## src/assert_macros.svh

```systemverilog
// Assertion macros used by the top level of the time counter.
// Depends on nothing; the including module supplies clk and rst.
`ifndef ASSERT_MACROS_SVH
`define ASSERT_MACROS_SVH

// Checked at every rising edge outside reset.
`define ASSERT_CLK(label, prop, msg) \
  label: assert property (@(posedge clk) disable iff (rst) prop) else $error(msg);

// Checked at every rising edge, reset included.
`define ASSERT_ALWAYS(label, prop, msg) \
  label: assert property (@(posedge clk) prop) else $error(msg);

`endif

```

## src/sttc_pkg.sv

```systemverilog
// Package for the steppable simulation time counter: payload structs, command
// codes, register indexes, reset constants and pipeline control structs.
package sttc_pkg;

  localparam int TIME_WIDTH_DEF = 64;
  localparam int CFG_INDEX_W = 1;
  localparam int CFG_DATA_W = 64;
  localparam longint unsigned BASE_STEP_RESET = 64'd1000000;

  typedef enum logic [3:0] {
    CMD_STEP      = 4'd0,
    CMD_SET_STEP  = 4'd1,
    CMD_SET_TIME  = 4'd2,
    CMD_SET_EXT   = 4'd3,
    CMD_PAUSE     = 4'd4,
    CMD_CONT_FOR  = 4'd5,
    CMD_CONT_UNTIL = 4'd6,
    CMD_SINGLE    = 4'd7,
    CMD_N_STEPS   = 4'd8,
    CMD_QUERY     = 4'd9
  } cmd_t;

  typedef enum logic [CFG_INDEX_W-1:0] {
    CFG_BASE_STEP  = 1'b0,
    CFG_START_TIME = 1'b1
  } cfg_index_t;

  typedef struct packed {
    logic [3:0]         cmd;
    logic signed [63:0] operand_value;
    logic               flag;
  } req_t;

  typedef struct packed {
    logic signed [63:0] now_time;
    logic signed [63:0] pause_time;
    logic               paused;
    logic               external_mode;
    logic               advanced;
  } res_t;

  // Load enables for the two front stages.
  typedef struct packed {
    logic load1;
    logic load2;
  } prep_ctl_t;

  typedef struct packed {
    logic s1_valid;
    logic s2_valid;
  } prep_status_t;

  // Core control: take updates the state, move loads the result register.
  typedef struct packed {
    logic take;
    logic move;
  } core_ctl_t;

endpackage

```

## src/sttc_core.sv

```systemverilog
// State and result stage of the time counter: executes one command per cycle
// while ctl.take is high, on the time, step, target and mode registers. Depends on sttc_pkg.
module sttc_core #(
  parameter int TIME_WIDTH = sttc_pkg::TIME_WIDTH_DEF
) (
  input  logic                                clk,
  input  logic                                rst,
  input  sttc_pkg::core_ctl_t                 ctl,
  input  logic [3:0]                          cmd,
  input  logic [TIME_WIDTH-1:0]               value,
  input  logic                                flag,
  input  logic [TIME_WIDTH-1:0]               prod,
  input  logic                                cfg_write,
  input  logic [sttc_pkg::CFG_INDEX_W-1:0]    cfg_index,
  input  logic [sttc_pkg::CFG_DATA_W-1:0]     cfg_data,
  output logic [TIME_WIDTH-1:0]               base,
  output logic                                res_valid,
  output sttc_pkg::res_t                      res
);

  localparam logic signed [TIME_WIDTH-1:0] TIME_MAX = {1'b0, {(TIME_WIDTH-1){1'b1}}};
  localparam logic signed [TIME_WIDTH-1:0] ONE = TIME_WIDTH'(1);
  localparam logic signed [TIME_WIDTH-1:0] BASE_RST = TIME_WIDTH'(sttc_pkg::BASE_STEP_RESET);

  logic signed [TIME_WIDTH-1:0] current_time;
  logic signed [TIME_WIDTH-1:0] pending_step;
  logic signed [TIME_WIDTH-1:0] pause_target;
  logic signed [TIME_WIDTH-1:0] step_base;
  logic                         ext_only;

  logic signed [TIME_WIDTH-1:0] current_time_next;
  logic signed [TIME_WIDTH-1:0] pending_step_next;
  logic signed [TIME_WIDTH-1:0] pause_target_next;
  logic                         ext_only_next;
  logic                         advanced_next;

  logic signed [TIME_WIDTH-1:0] v;
  logic signed [TIME_WIDTH-1:0] v_pos;
  logic signed [TIME_WIDTH-1:0] gap;
  logic signed [TIME_WIDTH-1:0] single_step;
  logic [63:0]                  base_raw;
  logic signed [TIME_WIDTH-1:0] base_cut;

  assign v     = value;
  assign v_pos = v[TIME_WIDTH-1] ? '0 : v;
  assign gap   = v - current_time;
  assign single_step = (ext_only && pending_step == '0) ? step_base : pending_step;

  // Base step: top bit dropped, cut to the time width, at least one.
  assign base_raw = {1'b0, cfg_data[62:0]};
  assign base_cut = base_raw[TIME_WIDTH-1:0];

  always_comb begin
    current_time_next = current_time;
    pending_step_next = pending_step;
    pause_target_next = pause_target;
    ext_only_next     = ext_only;
    advanced_next     = 1'b0;
    case (sttc_pkg::cmd_t'(cmd))
      sttc_pkg::CMD_STEP: begin
        if (current_time < pause_target) begin
          current_time_next = current_time + pending_step;
          pending_step_next = ext_only ? '0 : step_base;
          advanced_next     = 1'b1;
        end
      end
      sttc_pkg::CMD_SET_STEP: begin
        pending_step_next = (v < ONE) ? ONE : v;
      end
      sttc_pkg::CMD_SET_TIME: begin
        pending_step_next = (gap < ONE) ? ONE : gap;
      end
      sttc_pkg::CMD_SET_EXT: begin
        ext_only_next     = flag;
        pending_step_next = flag ? '0 : step_base;
      end
      sttc_pkg::CMD_PAUSE: begin
        pause_target_next = flag ? current_time : TIME_MAX;
      end
      sttc_pkg::CMD_CONT_FOR: begin
        pause_target_next = current_time + v_pos;
      end
      sttc_pkg::CMD_CONT_UNTIL: begin
        pause_target_next = (v < current_time) ? current_time : v;
      end
      sttc_pkg::CMD_SINGLE: begin
        pause_target_next = current_time + single_step;
      end
      sttc_pkg::CMD_N_STEPS: begin
        pause_target_next = current_time + $signed(prod);
      end
      default: begin
      end
    endcase
  end

  always_ff @(posedge clk) begin
    if (rst) begin
      current_time <= '0;
      pending_step <= BASE_RST;
      pause_target <= TIME_MAX;
      step_base    <= BASE_RST;
      ext_only     <= 1'b0;
      res_valid    <= 1'b0;
    end else begin
      if (cfg_write) begin
        if (cfg_index == sttc_pkg::CFG_BASE_STEP) begin
          step_base    <= (base_cut < ONE) ? ONE : base_cut;
          pending_step <= (base_cut < ONE) ? ONE : base_cut;
        end else begin
          current_time <= cfg_data[TIME_WIDTH-1:0];
        end
      end else if (ctl.take) begin
        current_time <= current_time_next;
        pending_step <= pending_step_next;
        pause_target <= pause_target_next;
        ext_only     <= ext_only_next;
      end
      if (ctl.move) begin
        res_valid <= ctl.take;
      end
    end
  end

  always_ff @(posedge clk) begin
    if (ctl.take) begin
      res.now_time      <= 64'(current_time_next);
      res.pause_time    <= 64'(pause_target_next);
      res.paused        <= !(current_time_next < pause_target_next);
      res.external_mode <= ext_only_next;
      res.advanced      <= advanced_next;
    end
  end

  assign base = step_base;

endmodule

```

## config.mk

```make
export PLATFORM = sky130hd
export DESIGN_NAME = sttc_core
export DESIGN_NICKNAME = d
export VERILOG_FILES = /design/src/assert_macros.svh /design/src/sttc_pkg.sv /design/src/sttc_core.sv
export SDC_FILE = /design/constraint.sdc
export NUM_CORES = 2
export LEC_CHECK = 0
export BUFFER_PORTS_ARGS = -buffer_cell sky130_fd_sc_hd__buf_2
export CAP_MARGIN = 20
export CORE_MARGIN = 2
export CORE_UTILIZATION = 45
export CTS_BUF_LIST = sky130_fd_sc_hd__clkbuf_4
export DETAILED_ROUTE_END_ITERATION = 8
export HOLD_SLACK_MARGIN = 0.03
export SYNTH_ARGS = -nofsm -noshare
export SYNTH_HDL_FRONTEND = slang
export SYNTH_SLANG_ARGS = --single-unit
```

## constraint.sdc

```tcl
create_clock -name clk -period 8.2 [get_ports clk]
set_input_delay 0.82 -clock clk [delete_from_list [all_inputs] [get_ports clk]]
set_output_delay 0.82 -clock clk [all_outputs]
set_load 0.02 [all_outputs]
```

# Word-level counts from Yosys, hierarchy flattened

Cells that the tools add are included.

Latch bits: 0
Bits in read-only memories: 0
Flip-flop bits (word level): 389
Output and inout port bits: 196
Bits in writable memories: 0
Memories: 0

Shifts and indexed selects: 0
$add $sub $neg: 5
Div/mod/pow operators: 0
Reduce and logical (&&, ||, !) cells: 10
Bitwise logic cells: 2
Multipliers: 0
Multiplexer cells: 22
Magnitude comparators: 6
Equal/unequal tests: 11

Operators with widths:

| kind                                                                          | number |
|---|---|
| 64-bit two-way mux                                                            | 16 |
| 64-bit case mux with 5 select lines                                           | 1 |
| 64-bit adder                                                                  | 4 |
| 64-bit case mux with 4 select lines                                           | 1 |
| 64-bit less-than comparator                                                   | 3 |
| 64-bit by 2-bit less-than comparator with 1-bit output, second input constant | 2 |
| 63-bit two-way mux                                                            | 2 |
| 64-bit logical NOT                                                            | 1 |
| 64-bit subtractor                                                             | 1 |
| 63-bit by 1-bit less-than comparator with 1-bit output, second input constant | 1 |
| 4-bit by 3-bit equality test with 1-bit output, second input constant         | 4 |
| 4-bit by 2-bit equality test with 1-bit output, second input constant         | 2 |
| 2-bit AND reduction                                                           | 3 |
| 5-bit nonzero test                                                            | 1 |
| 4-bit by 1-bit equality test with 1-bit output, second input constant         | 1 |
| 4-bit equality test, second input constant                                    | 1 |
| 4-bit logical NOT                                                             | 1 |
| 4-bit AND reduction                                                           | 1 |
| 3-bit inequality test, second input constant                                  | 1 |
| 1-bit two-way mux                                                             | 2 |
| 2-bit by 1-bit inequality test with 1-bit output, second input constant       | 1 |
| 2-bit inequality test, second input constant                                  | 1 |
| 1-bit inverter                                                                | 2 |
| 2-bit nonzero test                                                            | 1 |
| other kinds (2)                                                               | 2 |

# Longest topological paths before layout

Depth after elaboration: 7
Mapped depth: 38
Gate-level depth less buffers: 37

# Worst setup path before layout

No wires, ideal clock.

Path kind: input -> register
Start: input cmd[1]
End: register res[2] (netlist bit), data pin
Slack: 0.891 ns
Library setup time: 0.259 ns
Stages on the path: 35
Arrival time: 7.050 ns
Buffers on the path: 3
Path through: clkbuf_1 -> nor4b_1 -> clkbuf_1 -> nor3_1 -> clkbuf_1 -> a22oi_1 -> o21ai_0 -> ha_1 -> a21o_1 -> a21oi_1 -> o211ai_1 -> and3_1 -> a31oi_1 -> o21ai_1 -> a22oi_1 -> o21bai_1 -> a221oi_1 -> xor2_1 -> nor2_1 -> a2111oi_0 -> a22oi_1 -> inv_1 -> ha_1 -> o21ai_0 -> nand2b_1 -> a21oi_1 -> nor2b_1 -> o21ai_0 -> nand2b_1 -> a21oi_1 -> nand2_1 -> a21oi_1 -> o2bb2ai_1 -> o211a_1 -> xor2_1

Longest elaborated chain between the ends: 4

RTL lines:

| what                                                                                  | line             | RTL |
|---|---|---|
| from (decl)                                                                           | sttc_core.sv:9   | `input logic [3:0] cmd,` |
| 4-bit equality test or 4-bit by 3-bit equality test with 1-bit output (tied branches) | sttc_core.sv:59  | `case (sttc_pkg::cmd_t'(cmd))` |
| 64-bit case mux with 5 select lines *                                                 | sttc_core.sv:59  |  |
| named net pause_target_next[43]                                                       | sttc_core.sv:33  | `logic signed [TIME_WIDTH-1:0] pause_target_next;` |
| 64-bit less-than comparator *                                                         | sttc_core.sv:129 | `res.paused <= !(current_time_next < pause_target_next);` |
| 1-bit logical NOT *                                                                   | sttc_core.sv:129 |  |
| to (decl)                                                                             | sttc_core.sv:18  | `output sttc_pkg::res_t res` |

The timed path passes the listed nets; every way through them passes the cells marked *.
A chain may end at the register's enable or synchronous reset.

# Worst setup path in the final report

Start: register pending_step[12]
End: register res[2] (netlist bit), data pin

Longest elaborated chain between the ends: 7

RTL lines:

| what                                | line             | RTL |
|---|---|---|
| from (decl)                         | sttc_core.sv:26  | `logic signed [TIME_WIDTH-1:0] pending_step;` |
| from (signal assigned)              | sttc_core.sv:109 | `pending_step <= (base_cut < ONE) ? ONE : base_cut;` |
| from (signal assigned)              | sttc_core.sv:115 | `pending_step <= pending_step_next;` |
| 64-bit logical NOT                  | sttc_core.sv:47  | `assign single_step = (ext_only && pending_step == '0) ? step_base : pending_step;` |
| 1-bit logical AND                   | sttc_core.sv:47  |  |
| 64-bit two-way mux                  | sttc_core.sv:47  |  |
| 64-bit adder                        | sttc_core.sv:87  | `pause_target_next = current_time + single_step;` |
| 64-bit case mux with 5 select lines | sttc_core.sv:59  |  |
| 64-bit less-than comparator *       | sttc_core.sv:129 |  |
| 1-bit logical NOT *                 | sttc_core.sv:129 |  |

Mark *: on every way between the ends. The rest lies on a longest branch, timed or not.

==> flow_metrics.tcl <==
set metrics [dict create \
    status "finished with violations" \
    violations "DRC" \
    p_total_mw 6.53 \
    vias_per_cell 6.51 \
    initialDrtViolationCount 5677 \
    ys_warn_count 0 \
    clkPwrFrac_pct 27.8 \
    synth-main-ff-cell "dfxtp_1" \
    end_kind "flop" \
    post_dp_cell_area_sq_um 36800 \
    netlist-cell-type-count 91 \
    dieWidth_um 275 \
    fin_util_pct 52.6 \
    wl_per_cell_um 29.6 \
    dieArea_sq_um 75600 \
    min_period_ns 7.82 \
    grtUsageTotal_pct 43.3 \
    worstMarginPinSlew_ns 1.29 \
    cellLeakagePower_nw 17.4 \
    final_design_area_no_fill_sq_um 38300 \
    clk_pin_slew_ns 0.07 \
    power.share.switching_pct 41.2 \
    max-cap-violations 0 \
    synth_cells 4251 \
    final_cells 5749 \
    cts_root_buffer "clkbuf_4" \
    synth_fp_nets 4774 \
    max-slew-margin-rel_pct 13.0 \
    post-cts-setup-buffers 0 \
    core.rowCount 99 \
    drt-total-wl_um 170000 \
    gp_congestion 1.06 \
    final_hold_viol_count 0 \
    synth-edff-count 131 \
    worstPathRequired_ns 8.76 \
    worstHoldPathType "in -> reg" \
    syn_to_final_growth_pct 16.0 \
    skew_ns 0.154 \
    dr.pass1.iters 9 \
    fillers 7273 \
    port_buffers 397 \
    syn_avg_cell_area_sq_um 7.77 \
    grt_pass1_vias 33277 \
    synthArstFlopShare_pct 0 \
    irDropWorstVdd_v 0.000132 \
    max_freq_ghz 0.128 \
    start_kind "flop" \
    start_util_pct 45.4 \
    cts.sinks 388 \
    critical_path.max_stage_delay_ns 0.56 \
    setup-tns-final_ns 0 \
    io_pins 399 \
    p_int_mw 3.84 \
    overflow 0 \
    num_vias 37445 \
    multi_input_area_sq_um 22200 \
    crit_type "reg -> reg" \
    clock_path_buffers 3 \
    p_sw_mw 2.69 \
    synth_seq_cells 388 \
    final_max_slew_viol_count 0 \
    rsz0062_at_grt "no" \
    dpl.cell_count 5546 \
    powerDensity_nw_per_um2 170 \
    synth-seq-area-share_pct 27.5 \
    hpwl_um 138000 \
    grt_first_pass_wirelength_um 236000 \
    grt_max_degree 100 \
    critPathSlowestCell "or4_1" \
    cp_num_buf_inv 4 \
    cp.arrival_ns 8.38 \
    antenna_found_initial 11 \
    syn_area_sq_um 33000 \
    crit_family "compound AO/OA/AOI/OAI gates" \
    seqPwrFrac_pct 35.3 \
    final_nets 5222 \
    chipHeight_um 275 \
    antenna_left 0 \
    power_frac_comb_pct 36.9 \
    drive_gt1_share_pct 17.3 \
    core_area_sq_um 72800 \
    fin_crit_sh_pct 95.3 \
    setup_viol 0 \
    seqCellArea_sq_um 9080 \
    route.detailed.drc 5 \
    cts_buffers 106 \
    path_max_fanout 28 \
    clock_latency_ns 0.95 \
    htreeDepth 3 \
    cts_tree "built" \
]
==> power groups by stage <==
stage	clock network [mW]	registers (mW)	logic [mW]
after detailed placement	0	2.33	2.29
final	1.82	2.30	2.41
after CTS	1.83	2.29	2.30
after floorplan	0	2.35	1.32
after global routing	1.94	2.30	2.56
after global placement	0	2.33	2.30
==> logic make-up after synthesis <==
family          after synthesis  synth area share [%]
compound gates             1655                  31.9
fa+ha+maj                   320                  12.2
xor+xnor                    175                  4.64
buf+inv                     505                  5.83
mux                          65                  1.97
other cells                   1                0.0114
simple gates               1142                  16.0
flops                       388                  27.5
==> state kept, by name (all words and copies together), names as in the netlist <==
| register | count |
|---|---|
| current_time | 64 |
| pause_target | 64 |
| ext_only | 1 |
| base | 63 |
| res_valid | 1 |
| res | 131 |
| pending_step | 64 |
==> what timing repair did <==
item                                    in CTS  in global routing
gates resized for setup                      0                 23
endpoints found under the setup margin       0                  1
hold buffers                                 0                  0
==> Yosys cell counts, types with 24 or more instances <==
library cell	count	area, sq um
buf_1	24	90.1
o21a_1	32	240
a21o_1	153	1150
inv_1	261	980
nand4_1	74	463
xnor2_1	110	963
o221ai_1	24	210
ha_1	317	3970
nor2b_1	34	213
xor2_1	65	569
a211oi_1	41	308
o21ai_1	55	275
nand2_1	473	1780
o21bai_1	36	270
o211ai_1	66	495
mux2i_1	64	641
nand3_1	63	315
clkbuf_1	207	777
a31oi_1	34	213
nor3_1	47	235
nor2_1	259	972
a221oi_1	94	823
o21ai_0	351	1760
nand2b_1	39	244
a21oi_1	518	2590
a22oi_1	81	608
dfxtp_1	257	5140
nor4_1	62	388
edfxtp_1	131	3930
==> path summary, 6_finish.rpt <==
kind | start | endpoint | slack, ns | depth (start not counted)
worst max register to register | pending_step[12] | res[2] | 0.38 | 32
worst min-delay path | ctl[0] | res_valid | 0.14 | 3
worst max-delay path | pending_step[12] | res[2] | 0.38 | 32
worst min register to register | pause_target[52] | pause_target[52] | 0.49 | 2
==> tightest hold or removal path, cell delays in order <==
cell and delay (ns):
buf_2 0.08, mux2i_1 0.06, nor2_1 0.07
==> cell usage in the layout (no fill, tap or decap), drive strengths merged, types with 65 or more instances in the layout <==
master,instances
a21oi,518
a21o,154
ha,317
o21ai,406
clkbuf,150
nor2,259
inv,264
a22oi,81
xor2,65
buf,577
nor4,65
nand2,473
edfxtp,131
dfxtp,257
a221oi,94
nand4,74
o211ai,66
xnor2,110
==> metrics by stage <==
step | hold WS, ns | setup slack, ns
finish | 0.142 | 0.385
global route | 0.167 | 0.0109
global placement | 0.474 | 0.352
floorplan | 0.460 | 0.891
CTS | 0.102 | 0.131
detailed placement | 0.477 | 0.253
==> area by class of cell <==
class / count / area share [%]
well taps: 959 / 3.13
multi-input cells: 3358 / 58.0
repair buffers: 581 / 9.06
flip-flops and latches: 388 / 23.7
clock inverters: 47 / 0.676
clock buffers: 146 / 2.86
diodes: 6 / 0.0392
inverters: 264 / 2.59
==> metal layers <==
metal | routed length [um] | share of wire (%) | track usage [%] | vias to the layer above
li1 | - | - | - | 16798
met1 | 74500 | 44 | 64.9 | 17504
met2 | 59200 | 35 | 52.2 | 2796
met3 | 29300 | 17 | 19.6 | 339
met4 | 6760 | 4.0 | 15.3 | 8
met5 | 243 | 0.14 | 2.07 | -
No activity file was read; power rests on OpenSTA's default activity.
